`src/rtl/circular_deque_macros.svh`:
```
// Assertion macros shared by the circular deque RTL.
// Each macro expects clk and rst_n in the scope where it is used.
`ifndef CIRCULAR_DEQUE_MACROS_SVH
`define CIRCULAR_DEQUE_MACROS_SVH

// A condition that must hold at every clock edge out of reset.
`define CDQ_ASSERT_ALWAYS(lbl, expr, msg) \
  lbl: assert property (@(posedge clk) disable iff (!rst_n) (expr)) else $error(msg);

// An antecedent that implies a consequent at the same edge.
`define CDQ_ASSERT_IMPLY(lbl, ante, cons, msg) \
  lbl: assert property (@(posedge clk) disable iff (!rst_n) (ante) |-> (cons)) \
    else $error(msg);

// An antecedent that implies a consequent at the next edge.
`define CDQ_ASSERT_NEXT(lbl, ante, cons, msg) \
  lbl: assert property (@(posedge clk) disable iff (!rst_n) (ante) |=> (cons)) \
    else $error(msg);

`endif

```
`src/rtl/cdq_pkg.sv`:
```
// ----------------------------------------------------------------------------
// cdq_pkg
// Shared types and constants of the circular deque: command codes, controller
// states and the command and status bundles between controller and datapath.
// ----------------------------------------------------------------------------
`timescale 1ns / 1ps

package cdq_pkg;

  // Default number of bytes the deque can hold.
  localparam int DEF_CAPACITY = 14;

  // Command codes carried by each request.
  typedef enum logic [2:0] {
    CMD_PUSH_LEFT  = 3'd0,
    CMD_PUSH_RIGHT = 3'd1,
    CMD_POP_LEFT   = 3'd2,
    CMD_POP_RIGHT  = 3'd3,
    CMD_CLEAR      = 3'd4
  } cmd_t;

  // Controller states.
  typedef enum logic [1:0] {
    ST_IDLE,
    ST_READ,
    ST_OUT
  } state_t;

  // Commands from controller to datapath.
  typedef struct packed {
    logic load;     // accept a request and update the deque state
    logic capture;  // latch the byte read from the ring
  } ctrl_t;

  // Status from datapath to controller.
  typedef struct packed {
    logic pop_hit;  // the offered request is a pop on a non-empty deque
  } stat_t;

endpackage

```
`src/rtl/circular_deque.sv`:
```
// ----------------------------------------------------------------------------
// circular_deque
// Double-ended byte queue on a ring of CAPACITY+2 slots with push and pop at
// both ends, clear, and error reporting on overflow and underflow.
// ----------------------------------------------------------------------------
// One request is handled at a time and gives one result. A push, clear,
// failed pop or unused code shows its result in the cycle after it is
// accepted; a successful pop passes through an extra read state because the
// byte comes from the ring RAM through its registered read port. The next
// request is accepted in the cycle after the result is taken. The ring needs
// no clearing pass: only written slots are ever read.
`timescale 1ns / 1ps

module circular_deque #(
  parameter int CAPACITY = cdq_pkg::DEF_CAPACITY
) (
  input  logic                          clk,
  input  logic                          rst_n,
  input  logic                          in_valid,
  output logic                          in_ready,
  input  logic [2:0]                    in_cmd,
  input  logic [7:0]                    in_data_in,
  output logic                          out_valid,
  input  logic                          out_ready,
  output logic [7:0]                    out_data_out,
  output logic                          out_error,
  output logic [$clog2(CAPACITY+1)-1:0] out_count,
  output logic                          out_is_empty,
  output logic                          out_is_full
);

  cdq_pkg::ctrl_t ctrl;
  cdq_pkg::stat_t stat;

  // Sequencing of accept, ring read and result.
  cdq_ctrl u_ctrl (
    .clk      (clk),
    .rst_n    (rst_n),
    .in_valid (in_valid),
    .in_ready (in_ready),
    .out_valid(out_valid),
    .out_ready(out_ready),
    .stat     (stat),
    .ctrl     (ctrl)
  );

  // Pointers, count, ring and result registers.
  cdq_datapath #(
    .CAPACITY(CAPACITY)
  ) u_datapath (
    .clk         (clk),
    .rst_n       (rst_n),
    .ctrl        (ctrl),
    .stat        (stat),
    .in_cmd      (in_cmd),
    .in_data_in  (in_data_in),
    .out_data_out(out_data_out),
    .out_error   (out_error),
    .out_count   (out_count),
    .out_is_empty(out_is_empty),
    .out_is_full (out_is_full)
  );

endmodule

```
`src/rtl/cdq_ram.sv`:
```
// ----------------------------------------------------------------------------
// cdq_ram
// Generic single-write, single-read RAM with a registered read port.
// ----------------------------------------------------------------------------
`timescale 1ns / 1ps

module cdq_ram #(
  parameter int WIDTH = 8,
  parameter int DEPTH = 16
) (
  input  logic                     clk,
  input  logic                     we,
  input  logic [$clog2(DEPTH)-1:0] waddr,
  input  logic [WIDTH-1:0]         wdata,
  input  logic [$clog2(DEPTH)-1:0] raddr,
  output logic [WIDTH-1:0]         rdata
);

  logic [WIDTH-1:0] mem [DEPTH];
  logic [WIDTH-1:0] rdata_r;

  // Write port and registered read port.
  always_ff @(posedge clk) begin
    if (we) begin
      mem[waddr] <= wdata;
    end
    rdata_r <= mem[raddr];
  end

  assign rdata = rdata_r;

endmodule

```
`src/rtl/cdq_ctrl.sv`:
```
// ----------------------------------------------------------------------------
// cdq_ctrl
// Controller of the circular deque: sequences accept, ring read and result.
// ----------------------------------------------------------------------------
`timescale 1ns / 1ps

`include "circular_deque_macros.svh"

module cdq_ctrl (
  input  logic            clk,
  input  logic            rst_n,
  input  logic            in_valid,
  output logic            in_ready,
  output logic            out_valid,
  input  logic            out_ready,
  input  cdq_pkg::stat_t  stat,
  output cdq_pkg::ctrl_t  ctrl
);

  cdq_pkg::state_t state_r;
  cdq_pkg::state_t state_nxt;

  // State register.
  always_ff @(posedge clk) begin
    if (!rst_n) begin
      state_r <= cdq_pkg::ST_IDLE;
    end else begin
      state_r <= state_nxt;
    end
  end

  // Next state: a successful pop passes through ST_READ for the ring read.
  always_comb begin
    state_nxt = state_r;
    case (state_r)
      cdq_pkg::ST_IDLE: begin
        if (in_valid) begin
          state_nxt = stat.pop_hit ? cdq_pkg::ST_READ : cdq_pkg::ST_OUT;
        end
      end
      cdq_pkg::ST_READ: begin
        state_nxt = cdq_pkg::ST_OUT;
      end
      cdq_pkg::ST_OUT: begin
        if (out_ready) begin
          state_nxt = cdq_pkg::ST_IDLE;
        end
      end
      default: begin
        state_nxt = cdq_pkg::ST_IDLE;
      end
    endcase
  end

  // Outputs decoded from the state.
  always_comb begin
    in_ready     = 1'b0;
    out_valid    = 1'b0;
    ctrl.load    = 1'b0;
    ctrl.capture = 1'b0;
    case (state_r)
      cdq_pkg::ST_IDLE: begin
        in_ready  = 1'b1;
        ctrl.load = in_valid;
      end
      cdq_pkg::ST_READ: begin
        ctrl.capture = 1'b1;
      end
      cdq_pkg::ST_OUT: begin
        out_valid = 1'b1;
      end
      default: begin
        in_ready = 1'b0;
      end
    endcase
  end

  // Only one request is in flight at a time.
  `CDQ_ASSERT_ALWAYS(a_ready_xor_valid, !(in_ready && out_valid),
                     "input accepted while a result is pending")
  // A pop that hits is followed by the ring read cycle.
  `CDQ_ASSERT_NEXT(a_pop_reads, ctrl.load && stat.pop_hit, ctrl.capture,
                   "pop did not capture ring data")

endmodule

```
`src/rtl/cdq_datapath.sv`:
```
// ----------------------------------------------------------------------------
// cdq_datapath
// Datapath of the circular deque: end pointers, fill count, byte ring and
// the result registers.
// ----------------------------------------------------------------------------
`timescale 1ns / 1ps

`include "circular_deque_macros.svh"

module cdq_datapath #(
  parameter int CAPACITY = cdq_pkg::DEF_CAPACITY
) (
  input  logic                            clk,
  input  logic                            rst_n,
  input  cdq_pkg::ctrl_t                  ctrl,
  output cdq_pkg::stat_t                  stat,
  input  logic [2:0]                      in_cmd,
  input  logic [7:0]                      in_data_in,
  output logic [7:0]                      out_data_out,
  output logic                            out_error,
  output logic [$clog2(CAPACITY+1)-1:0]   out_count,
  output logic                            out_is_empty,
  output logic                            out_is_full
);

  localparam int Slots  = CAPACITY + 2;
  localparam int SlotW  = $clog2(Slots);
  localparam int CountW = $clog2(CAPACITY + 1);
  localparam logic [SlotW-1:0]  SlotLast = SlotW'(Slots - 1);
  localparam logic [SlotW-1:0]  LeftRst  = SlotW'(0);
  localparam logic [SlotW-1:0]  RightRst = SlotW'(1);
  localparam logic [CountW-1:0] CountMax = CountW'(CAPACITY);

  logic [SlotW-1:0]  left_r, left_nxt;
  logic [SlotW-1:0]  right_r, right_nxt;
  logic [CountW-1:0] count_r, count_nxt;
  logic [7:0]        data_r;
  logic              error_r, error_nxt;

  logic [SlotW-1:0]  left_inc, left_dec, right_inc, right_dec;
  logic              full, empty;
  logic              ram_we;
  logic [SlotW-1:0]  ram_waddr, ram_raddr;
  logic [7:0]        ram_rdata;
  cdq_pkg::cmd_t     cmd;

  assign cmd   = cdq_pkg::cmd_t'(in_cmd);
  assign full  = (count_r >= CountMax);
  assign empty = (count_r == '0);

  // Neighbor slots around the ring.
  assign left_inc  = (left_r == SlotLast) ? '0 : left_r + 1'b1;
  assign left_dec  = (left_r == '0) ? SlotLast : left_r - 1'b1;
  assign right_inc = (right_r == SlotLast) ? '0 : right_r + 1'b1;
  assign right_dec = (right_r == '0) ? SlotLast : right_r - 1'b1;

  // Command decode: next pointers, count, error and ring access.
  always_comb begin
    left_nxt     = left_r;
    right_nxt    = right_r;
    count_nxt    = count_r;
    error_nxt    = 1'b0;
    ram_we       = 1'b0;
    ram_waddr    = left_r;
    ram_raddr    = left_inc;
    stat.pop_hit = 1'b0;
    case (cmd)
      cdq_pkg::CMD_PUSH_LEFT: begin
        if (full) begin
          error_nxt = 1'b1;
        end else begin
          ram_we    = ctrl.load;
          ram_waddr = left_r;
          left_nxt  = left_dec;
          count_nxt = count_r + 1'b1;
        end
      end
      cdq_pkg::CMD_PUSH_RIGHT: begin
        if (full) begin
          error_nxt = 1'b1;
        end else begin
          ram_we    = ctrl.load;
          ram_waddr = right_r;
          right_nxt = right_inc;
          count_nxt = count_r + 1'b1;
        end
      end
      cdq_pkg::CMD_POP_LEFT: begin
        if (empty) begin
          error_nxt = 1'b1;
        end else begin
          stat.pop_hit = 1'b1;
          ram_raddr    = left_inc;
          left_nxt     = left_inc;
          count_nxt    = count_r - 1'b1;
        end
      end
      cdq_pkg::CMD_POP_RIGHT: begin
        if (empty) begin
          error_nxt = 1'b1;
        end else begin
          stat.pop_hit = 1'b1;
          ram_raddr    = right_dec;
          right_nxt    = right_dec;
          count_nxt    = count_r - 1'b1;
        end
      end
      cdq_pkg::CMD_CLEAR: begin
        left_nxt  = LeftRst;
        right_nxt = RightRst;
        count_nxt = '0;
      end
      default: begin
        error_nxt = 1'b0;
      end
    endcase
  end

  // Deque state registers.
  always_ff @(posedge clk) begin
    if (!rst_n) begin
      left_r  <= LeftRst;
      right_r <= RightRst;
      count_r <= '0;
    end else if (ctrl.load) begin
      left_r  <= left_nxt;
      right_r <= right_nxt;
      count_r <= count_nxt;
    end
  end

  // Result registers: error loaded and data cleared on accept, popped byte latched in the cycle after.
  always_ff @(posedge clk) begin
    if (ctrl.load) begin
      error_r <= error_nxt;
      data_r  <= '0;
    end else if (ctrl.capture) begin
      data_r  <= ram_rdata;
    end
  end

  // Byte ring.
  cdq_ram #(
    .WIDTH(8),
    .DEPTH(Slots)
  ) u_ring (
    .clk  (clk),
    .we   (ram_we),
    .waddr(ram_waddr),
    .wdata(in_data_in),
    .raddr(ram_raddr),
    .rdata(ram_rdata)
  );

  assign out_data_out = data_r;
  assign out_error    = error_r;
  assign out_count    = count_r;
  assign out_is_empty = (count_r == '0);
  assign out_is_full  = (count_r == CountMax);

  // The count never passes the capacity.
  `CDQ_ASSERT_ALWAYS(a_count_bound, count_r <= CountMax, "fill count above capacity")
  // The stored bytes lie exactly between the two free end slots.
  `CDQ_ASSERT_ALWAYS(a_ptr_gap,
    ((32'(left_r) + 32'(count_r) + 32'd1) == 32'(right_r)) ||
    ((32'(left_r) + 32'(count_r) + 32'd1) == (32'(right_r) + 32'(Slots))),
    "end pointers disagree with fill count")
  // A failed request never returns a byte.
  `CDQ_ASSERT_IMPLY(a_err_no_data, out_error && !ctrl.load, out_data_out == '0,
                    "error result carries data")

endmodule

```
`config.mk`:
```
export PLATFORM = sky130hd
export DESIGN_NAME = circular_deque
export DESIGN_NICKNAME = d
export VERILOG_FILES = /design/src/rtl/cdq_pkg.sv /design/src/rtl/circular_deque.sv /design/src/rtl/cdq_ram.sv /design/src/rtl/cdq_ctrl.sv /design/src/rtl/cdq_datapath.sv
export VERILOG_INCLUDE_DIRS = /design/src /design/src/rtl
export SDC_FILE = /design/constraint.sdc
export NUM_CORES = 1
export LEC_CHECK = 0
export BUFFER_PORTS_ARGS = -buffer_cell sky130_fd_sc_hd__buf_4
export CELL_PAD_IN_SITES_DETAIL_PLACEMENT = 0
export CELL_PAD_IN_SITES_GLOBAL_PLACEMENT = 1
export CORE_UTILIZATION = 54
export CTS_BUF_LIST = sky130_fd_sc_hd__clkbuf_4
export DETAILED_ROUTE_END_ITERATION = 10
export HOLD_SLACK_MARGIN = 0.06
export PLACE_DENSITY_LB_ADDON = 0.3
export SKIP_CTS_REPAIR_TIMING = 1
export SYNTH_ARGS = -nofsm -noshare
export SYNTH_HDL_FRONTEND = slang
export SYNTH_SLANG_ARGS = --single-unit
export TNS_END_PERCENT = 5
```
`constraint.sdc`:
```
create_clock -name clk -period 3.5 [get_ports clk]
set_clock_uncertainty 0.2 [all_clocks]
set_input_delay 0.35 -clock clk [delete_from_list [all_inputs] [get_ports clk]]
set_output_delay 0.35 -clock clk [all_outputs]
set_load 0.01 [all_outputs]
```
==> impl_metrics.ini, run 1 <==
[worst_setup_path]
cp.required_ns = 3.72
worst_setup_sp_type = flip-flop
critical_path_cell_by_cell = or4_4, inv_1, or3_1, nand2_2, buf_12, mux4_2, a22oi_1, o211ai_1
crit_arrival_ns = 3.32
cp_top_family = simple AND/OR/NAND/NOR gates
critical_path.n_buffers_inverters = 2
peak_fanout_along_the_critical_path = 20
worstSetupPathType = flip-flop to flip-flop
crit_path_max_incr_delay_ns = 0.61
reg2reg_setup_slack_ns = 0.40
worst_path_max_delay_cell = sky130_fd_sc_hd__or4_4
end_kind = flip-flop

[grt]
grt-ovfl-total = 0
global_route_usage_sum_pct = 24.30
number_of_global_route_vias_before_repair = 3982
maximum_number_of_pins_on_one_net_before_global_route_repair = 25
antenna_found_initial = 0
grt_pass1_wl_mm = 22.25

[pwr]
power_density_nw_per_um2 = 458.9
p_leak_nw = 2.654
peakVddDrop_v = 0.0003369

[routing]
remaining_drc_errors = 0
routed_wire_length_per_instance_um = 20.59
vias_per_cell = 5.865
dr.pass1.iters = 5
dr.first_iter.drc_count = 305
detailroute.via_count = 4135
drtAntennaViolNets = 0
detail_route.wirelength_mm = 14.52

[synthesis]
synth-main-ff-cell = sky130_fd_sc_hd__edfxtp_1
yosys_warnings = 0
post_synth_inst_count = 455
netlist.top_cell.by_area = sky130_fd_sc_hd__edfxtp_1
count_of_flip_flops_with_a_built_in_enable_after_synthesis = 129
netlist.area_leader.share_pct = 57.55
synth_nets = 478
yosysSeqAreaShare_pct = 66.47
syn_area_per_cell_um2 = 14.79
synth_area_um2 = 6731
synth.area.top_cells = sky130_fd_sc_hd__edfxtp_1 58%, sky130_fd_sc_hd__dfxtp_1 8.9%, sky130_fd_sc_hd__mux4_2 5.4%
ys_seq_elements = 159
synthArstFlopShare_pct = 0
synth_cell_types = 57

[timing]
rsz0062_at_grt = false
relSlewSlack_pct = 44.72
finalSetupViolations = 0
totalNegativeSetupSlack_ns = 0
max_clock_freq_ghz = 0.3225
layout_worst_path_cycle_share_pct = 88.60
worst_case_setup_margin_in_the_final_layout_ns = 0.3991
worst_pin_slew_ns = 0.8262
layout_min_cycle_time_ns = 3.101
finalHoldViolCount = 0
final-max-slew-violation-count = 0
holdWs_ns = 0.08251

[finish]
layout-drive-gt1-share_pct = 23.09
antenna_cells_inserted = 0
layout_commonest_cell = sky130_fd_sc_hd__edfxtp_1
most-common-layout-cells = 129 x sky130_fd_sc_hd__edfxtp_1, 51 x sky130_fd_sc_hd__buf_4, 35 x sky130_fd_sc_hd__nor2_1, 30 x sky130_fd_sc_hd__dfxtp_1, 24 x sky130_fd_sc_hd__mux2i_1
finish.net_count = 547
area_delta_synth_final_pct = 14.37

[floorplan]
total_die_area_um2 = 12920
floorplan.rows = 40
core-area_um2 = 12060
die_width_um = 113.7
initial_core_util_pct = 55.81
ios = 32
fp.dieH_um = 113.7

[placement]
dpl.hpwl_mm = 9.831
globalplace.congestion = 0.8203
buffer_ports.inserted = 31
place_worst_setup_slack_ns = 0.4154

[clock_network]
clockBufferDepth = 2
clock_tree.htree_level_count = 4
number_of_clock_buffers_inserted_by_tritoncts = 17
clk_root_buffer_cell = sky130_fd_sc_hd__clkbuf_4
clock-sinks = 159
clk_latency_ns = 0.56
clock_slew_seen_by_the_registers_of_the_worst_setup_and_hold_paths_ns = 0.12
tritoncts = built

[min_path]
hold_path_class = input port to flip-flop

[status]
run_status = finished, final reports clean

[flow_run]
drv.max_cap_violation_count = 0
worst min-delay path, stage by stage:
cell and delay [ns]:
sky130_fd_sc_hd__buf_4 0.16, sky130_fd_sc_hd__o21ai_0 0.18, sky130_fd_sc_hd__mux2i_1 0.07, sky130_fd_sc_hd__nand2_1 0.06
metal layers:
| layer | part of all wire, % | track usage, % | vias to the layer above |
|---|---|---|---|
| met1 | 47 | 35.41 | 2059 |
| met4 | 1.2 | 7.719 | 0 |
| li1 | - | - | 1931 |
| met5 | 0 | 0 | - |
| met3 | 5.4 | 6.004 | 12 |
| met2 | 46 | 36.22 | 133 |
state kept, by name, summed over array words and instances, names as in the netlist:
signal,cells
u_datapath.out_count,4
u_datapath.out_error,1
u_datapath.out_data_out,8
u_datapath.left_r,4
u_ctrl.state_r,2
u_datapath.u_ring.rdata,8
u_datapath.right_r,4
u_datapath.u_ring.mem,128
synth_stat cells (3+ instances only):
master	n
sky130_fd_sc_hd__edfxtp_1	129
sky130_fd_sc_hd__nor2_1	35
sky130_fd_sc_hd__dfxtp_1	30
sky130_fd_sc_hd__mux2i_1	24
sky130_fd_sc_hd__nand3_1	19
sky130_fd_sc_hd__mux2_2	18
sky130_fd_sc_hd__o211ai_1	18
sky130_fd_sc_hd__mux4_2	16
sky130_fd_sc_hd__o21ai_0	14
sky130_fd_sc_hd__a21oi_1	13
sky130_fd_sc_hd__inv_1	13
sky130_fd_sc_hd__nand2_1	13
sky130_fd_sc_hd__a22oi_1	11
sky130_fd_sc_hd__nand2b_1	9
sky130_fd_sc_hd__a22o_1	8
sky130_fd_sc_hd__clkbuf_1	8
sky130_fd_sc_hd__ha_1	7
sky130_fd_sc_hd__buf_2	5
sky130_fd_sc_hd__a211oi_1	4
sky130_fd_sc_hd__nor2b_1	4
sky130_fd_sc_hd__nor3_1	4
sky130_fd_sc_hd__a21o_1	3
sky130_fd_sc_hd__nand3b_1	3
sky130_fd_sc_hd__xnor2_1	3
worst paths after layout:
check | start | to | depth (start not counted)
worst max-delay path | u_datapath.out_count[3] | u_datapath.u_ring.rdata[6] | 8
worst min-delay path | in_cmd[1] | u_datapath.right_r[0] | 4
worst max register to register | u_datapath.out_count[3] | u_datapath.u_ring.rdata[6] | 8
worst min register to register | u_datapath.u_ring.rdata[6] | u_datapath.out_data_out[6] | 1
kinds of logic after synthesis:
| family | after synthesis | synth area share [%] |
|---|---|---|
| AOI/OAI and AO/OA | 96 | 10.09 |
| adders and majority gates | 8 | 1.598 |
| xor gates and xnor gates | 4 | 0.5205 |
| buffers and inverters | 31 | 2.044 |
| and+or+nand+nor | 98 | 7.138 |
| muxes | 59 | 12.14 |
| DFF | 159 | 66.47 |
cell type report:
cell class	instances	area [µm²]
Sequential cell	159	4474
Fill cell	910	4363
Multi-Input combinational cell	265	2128
Timing Repair Buffer	67	563.0
Tap cell	168	210.2
Clock inverter	15	142.6
Clock buffer	17	127.6
Inverter	14	52.55
through the flow:
stage	cells	area, µm²	power, W	util, %
4_1_cts	691	7559	0.003534	62.67
2_1_floorplan	455	6731	0.002377	-
3_3_place_gp	659	7288	0.002508	60.43
3_5_place_dp	659	7288	0.002517	60.43
6_report	705	7699	0.003533	63.83
5_1_grt	705	7699	0.003662	63.83
where the power goes:
group	total, W	internal, W	switching (W)
combinational	0.000387	0.000175	0.000211
sequential	0.00210	0.00207	0.0000290
clock	0.00104	0.000416	0.000628
total	0.00353	0.00266	0.000868
(Power assumes the default switching activity.)
==> run 2: changes to the inputs <==
--- a/config.mk
+++ b/config.mk
@@ -9,10 +9,10 @@
 export BUFFER_PORTS_ARGS = -buffer_cell sky130_fd_sc_hd__buf_4
 export CELL_PAD_IN_SITES_DETAIL_PLACEMENT = 0
 export CELL_PAD_IN_SITES_GLOBAL_PLACEMENT = 1
-export CORE_UTILIZATION = 54
+export CORE_UTILIZATION = 40
 export CTS_BUF_LIST = sky130_fd_sc_hd__clkbuf_4
 export DETAILED_ROUTE_END_ITERATION = 10
-export HOLD_SLACK_MARGIN = 0.06
+export HOLD_SLACK_MARGIN = 0.12
 export PLACE_DENSITY_LB_ADDON = 0.3
 export SKIP_CTS_REPAIR_TIMING = 1
 export SYNTH_ARGS = -nofsm -noshare
==> impl_metrics.ini, run 2 (synthesized netlist as in run 1, its figures left out) <==
[status]
run_status = finished, final reports clean

[clock_network]
number_of_clock_buffers_inserted_by_tritoncts = 17
clk_latency_ns = 0.57
tritoncts = built
clk_root_buffer_cell = sky130_fd_sc_hd__clkbuf_4
clockBufferDepth = 2
clock-sinks = 159
clock_tree.htree_level_count = 4
clock_slew_seen_by_the_registers_of_the_worst_setup_and_hold_paths_ns = 0.14

[placement]
globalplace.congestion = 0.7916
dpl.hpwl_mm = 10.06
dpl-instance-area_um2 = 7346
buffer_ports.inserted = 31

[worst_setup_path]
peak_fanout_along_the_critical_path = 25
cp.required_ns = 3.72
worst_setup_sp_type = flip-flop
rr_worst_depth = 8
end_kind = flip-flop
worstSetupPathType = flip-flop to flip-flop
crit_arrival_ns = 3.43

[finish]
most_flops_register = u_datapath.u_ring.mem
finish.net_count = 548
stdcell_area_um2 = 7809
area_delta_synth_final_pct = 16.00
fillerInstances = 1445
layout_commonest_cell = sky130_fd_sc_hd__edfxtp_1
layout-drive-gt1-share_pct = 23.05
antenna_cells_inserted = 0
most-common-layout-cells = 129 x sky130_fd_sc_hd__edfxtp_1, 50 x sky130_fd_sc_hd__buf_4, 35 x sky130_fd_sc_hd__nor2_1, 30 x sky130_fd_sc_hd__dfxtp_1, 24 x sky130_fd_sc_hd__mux2i_1
largest_register_ff_count = 128

[pwr]
power_density_nw_per_um2 = 467.6
power.share.combinational_pct = 10.7
power_report.internal_total_w = 0.002761
switching_share_pct = 24.38
peakVddDrop_v = 0.0002709
switching_power_w = 0.0008900
seqPwrFrac_pct = 57.6
p_leak_nw = 2.675
power.share.clock_pct = 31.7

[grt]
number_of_global_route_vias_before_repair = 4037
maximum_number_of_pins_on_one_net_before_global_route_repair = 26
antenna_found_initial = 0
grt_pass1_wl_mm = 23.42
grt-ovfl-total = 0
global_route_usage_sum_pct = 18.29

[routing]
detail_route.wirelength_mm = 14.97
detailroute.via_count = 4094
dr.pass1.iters = 5
vias_per_cell = 5.401
drtAntennaViolNets = 0
remaining_drc_errors = 0
dr.first_iter.drc_count = 298
routed_wire_length_per_instance_um = 19.75

[timing]
rsz0062_at_grt = false
relSlewSlack_pct = 41.47
layout_min_cycle_time_ns = 3.212
layout_worst_path_cycle_share_pct = 91.78
totalNegativeSetupSlack_ns = 0
finalSetupViolations = 0
max_clock_freq_ghz = 0.3113
worst_pin_slew_ns = 0.8779
finalHoldViolCount = 0
final-max-slew-violation-count = 0

[floorplan]
initial_core_util_pct = 40.74
floorplan.rows = 47
ios = 32
die_width_um = 131.7
total_die_area_um2 = 17350
fp.dieH_um = 131.7
core-area_um2 = 16520

[min_path]
hold_path_depth = 1
hold_path_class = flip-flop to flip-flop

[flow_run]
drv.max_cap_violation_count = 0
-- run 2: per-stage QoR --
step	total power, W	instances	hold WS (ns)	setup WS, ns	util [%]
floorplan	0.002377	455	0.2119	0.6263	-
global placement	0.002519	710	0.2584	0.4793	44.45
detailed placement	0.002523	710	0.2530	0.3640	44.45
CTS	0.003669	742	-0.2205	0.3140	46.29
global route	0.003794	758	0.3110	0.1897	47.26
finish	0.003651	758	0.2811	0.2879	47.26
-- run 2: power by group through the flow --
stage	clock, W	sequential, W	combinational, W
3_5_place_dp	0	0.00214	0.000378
5_1_grt	0.00126	0.00211	0.000427
3_3_place_gp	0	0.00215	0.000374
2_1_floorplan	0	0.00213	0.000247
4_1_cts	0.00119	0.00210	0.000380
6_report	0.00116	0.00210	0.000392
-- run 2: path summary, 6_finish.rpt --
path	start	end	slack [ns]
worst min-delay path	u_datapath.u_ring.rdata[4]	u_datapath.out_data_out[4]	0.28
worst max-delay path	u_datapath.out_count[3]	u_datapath.u_ring.rdata[4]	0.29
worst max register to register	u_datapath.out_count[3]	u_datapath.u_ring.rdata[4]	0.29
worst min register to register	u_datapath.u_ring.rdata[4]	u_datapath.out_data_out[4]	0.28
-- run 2: layout make-up --
class	count	area (µm²)	share of cell area [%]
clock buffer	19	142.6	1.827
clock inverter	13	160.2	2.051
inverter	14	52.55	0.6730
multi-input combinational	265	2128	27.26
sequential	159	4474	57.30
tap	220	275.3	3.525
timing repair buffer	68	575.6	7.371
-- run 2: layer usage --
| layer | global-route usage [%] | vias to the layer above | wire length, µm |
|---|---|---|---|
| met5 | 0 | - | 0 |
| met4 | 7.300 | 0 | 216 |
| met3 | 3.356 | 19 | 1000 |
| met2 | 28.57 | 126 | 7169 |
| met1 | 25.32 | 2021 | 6582 |
| li1 | - | 1928 | - |
-- run 2: worst max-delay path, stage by stage, from the launching register on --
cell                       delay (ns)
sky130_fd_sc_hd__dfxtp_1         0.38
sky130_fd_sc_hd__or4_4           0.60
sky130_fd_sc_hd__inv_1           0.21
sky130_fd_sc_hd__or3_1           0.37
sky130_fd_sc_hd__nand2_2         0.25
sky130_fd_sc_hd__buf_12          0.24
sky130_fd_sc_hd__mux4_2          0.29
sky130_fd_sc_hd__a22oi_1         0.33
sky130_fd_sc_hd__o211ai_1        0.16
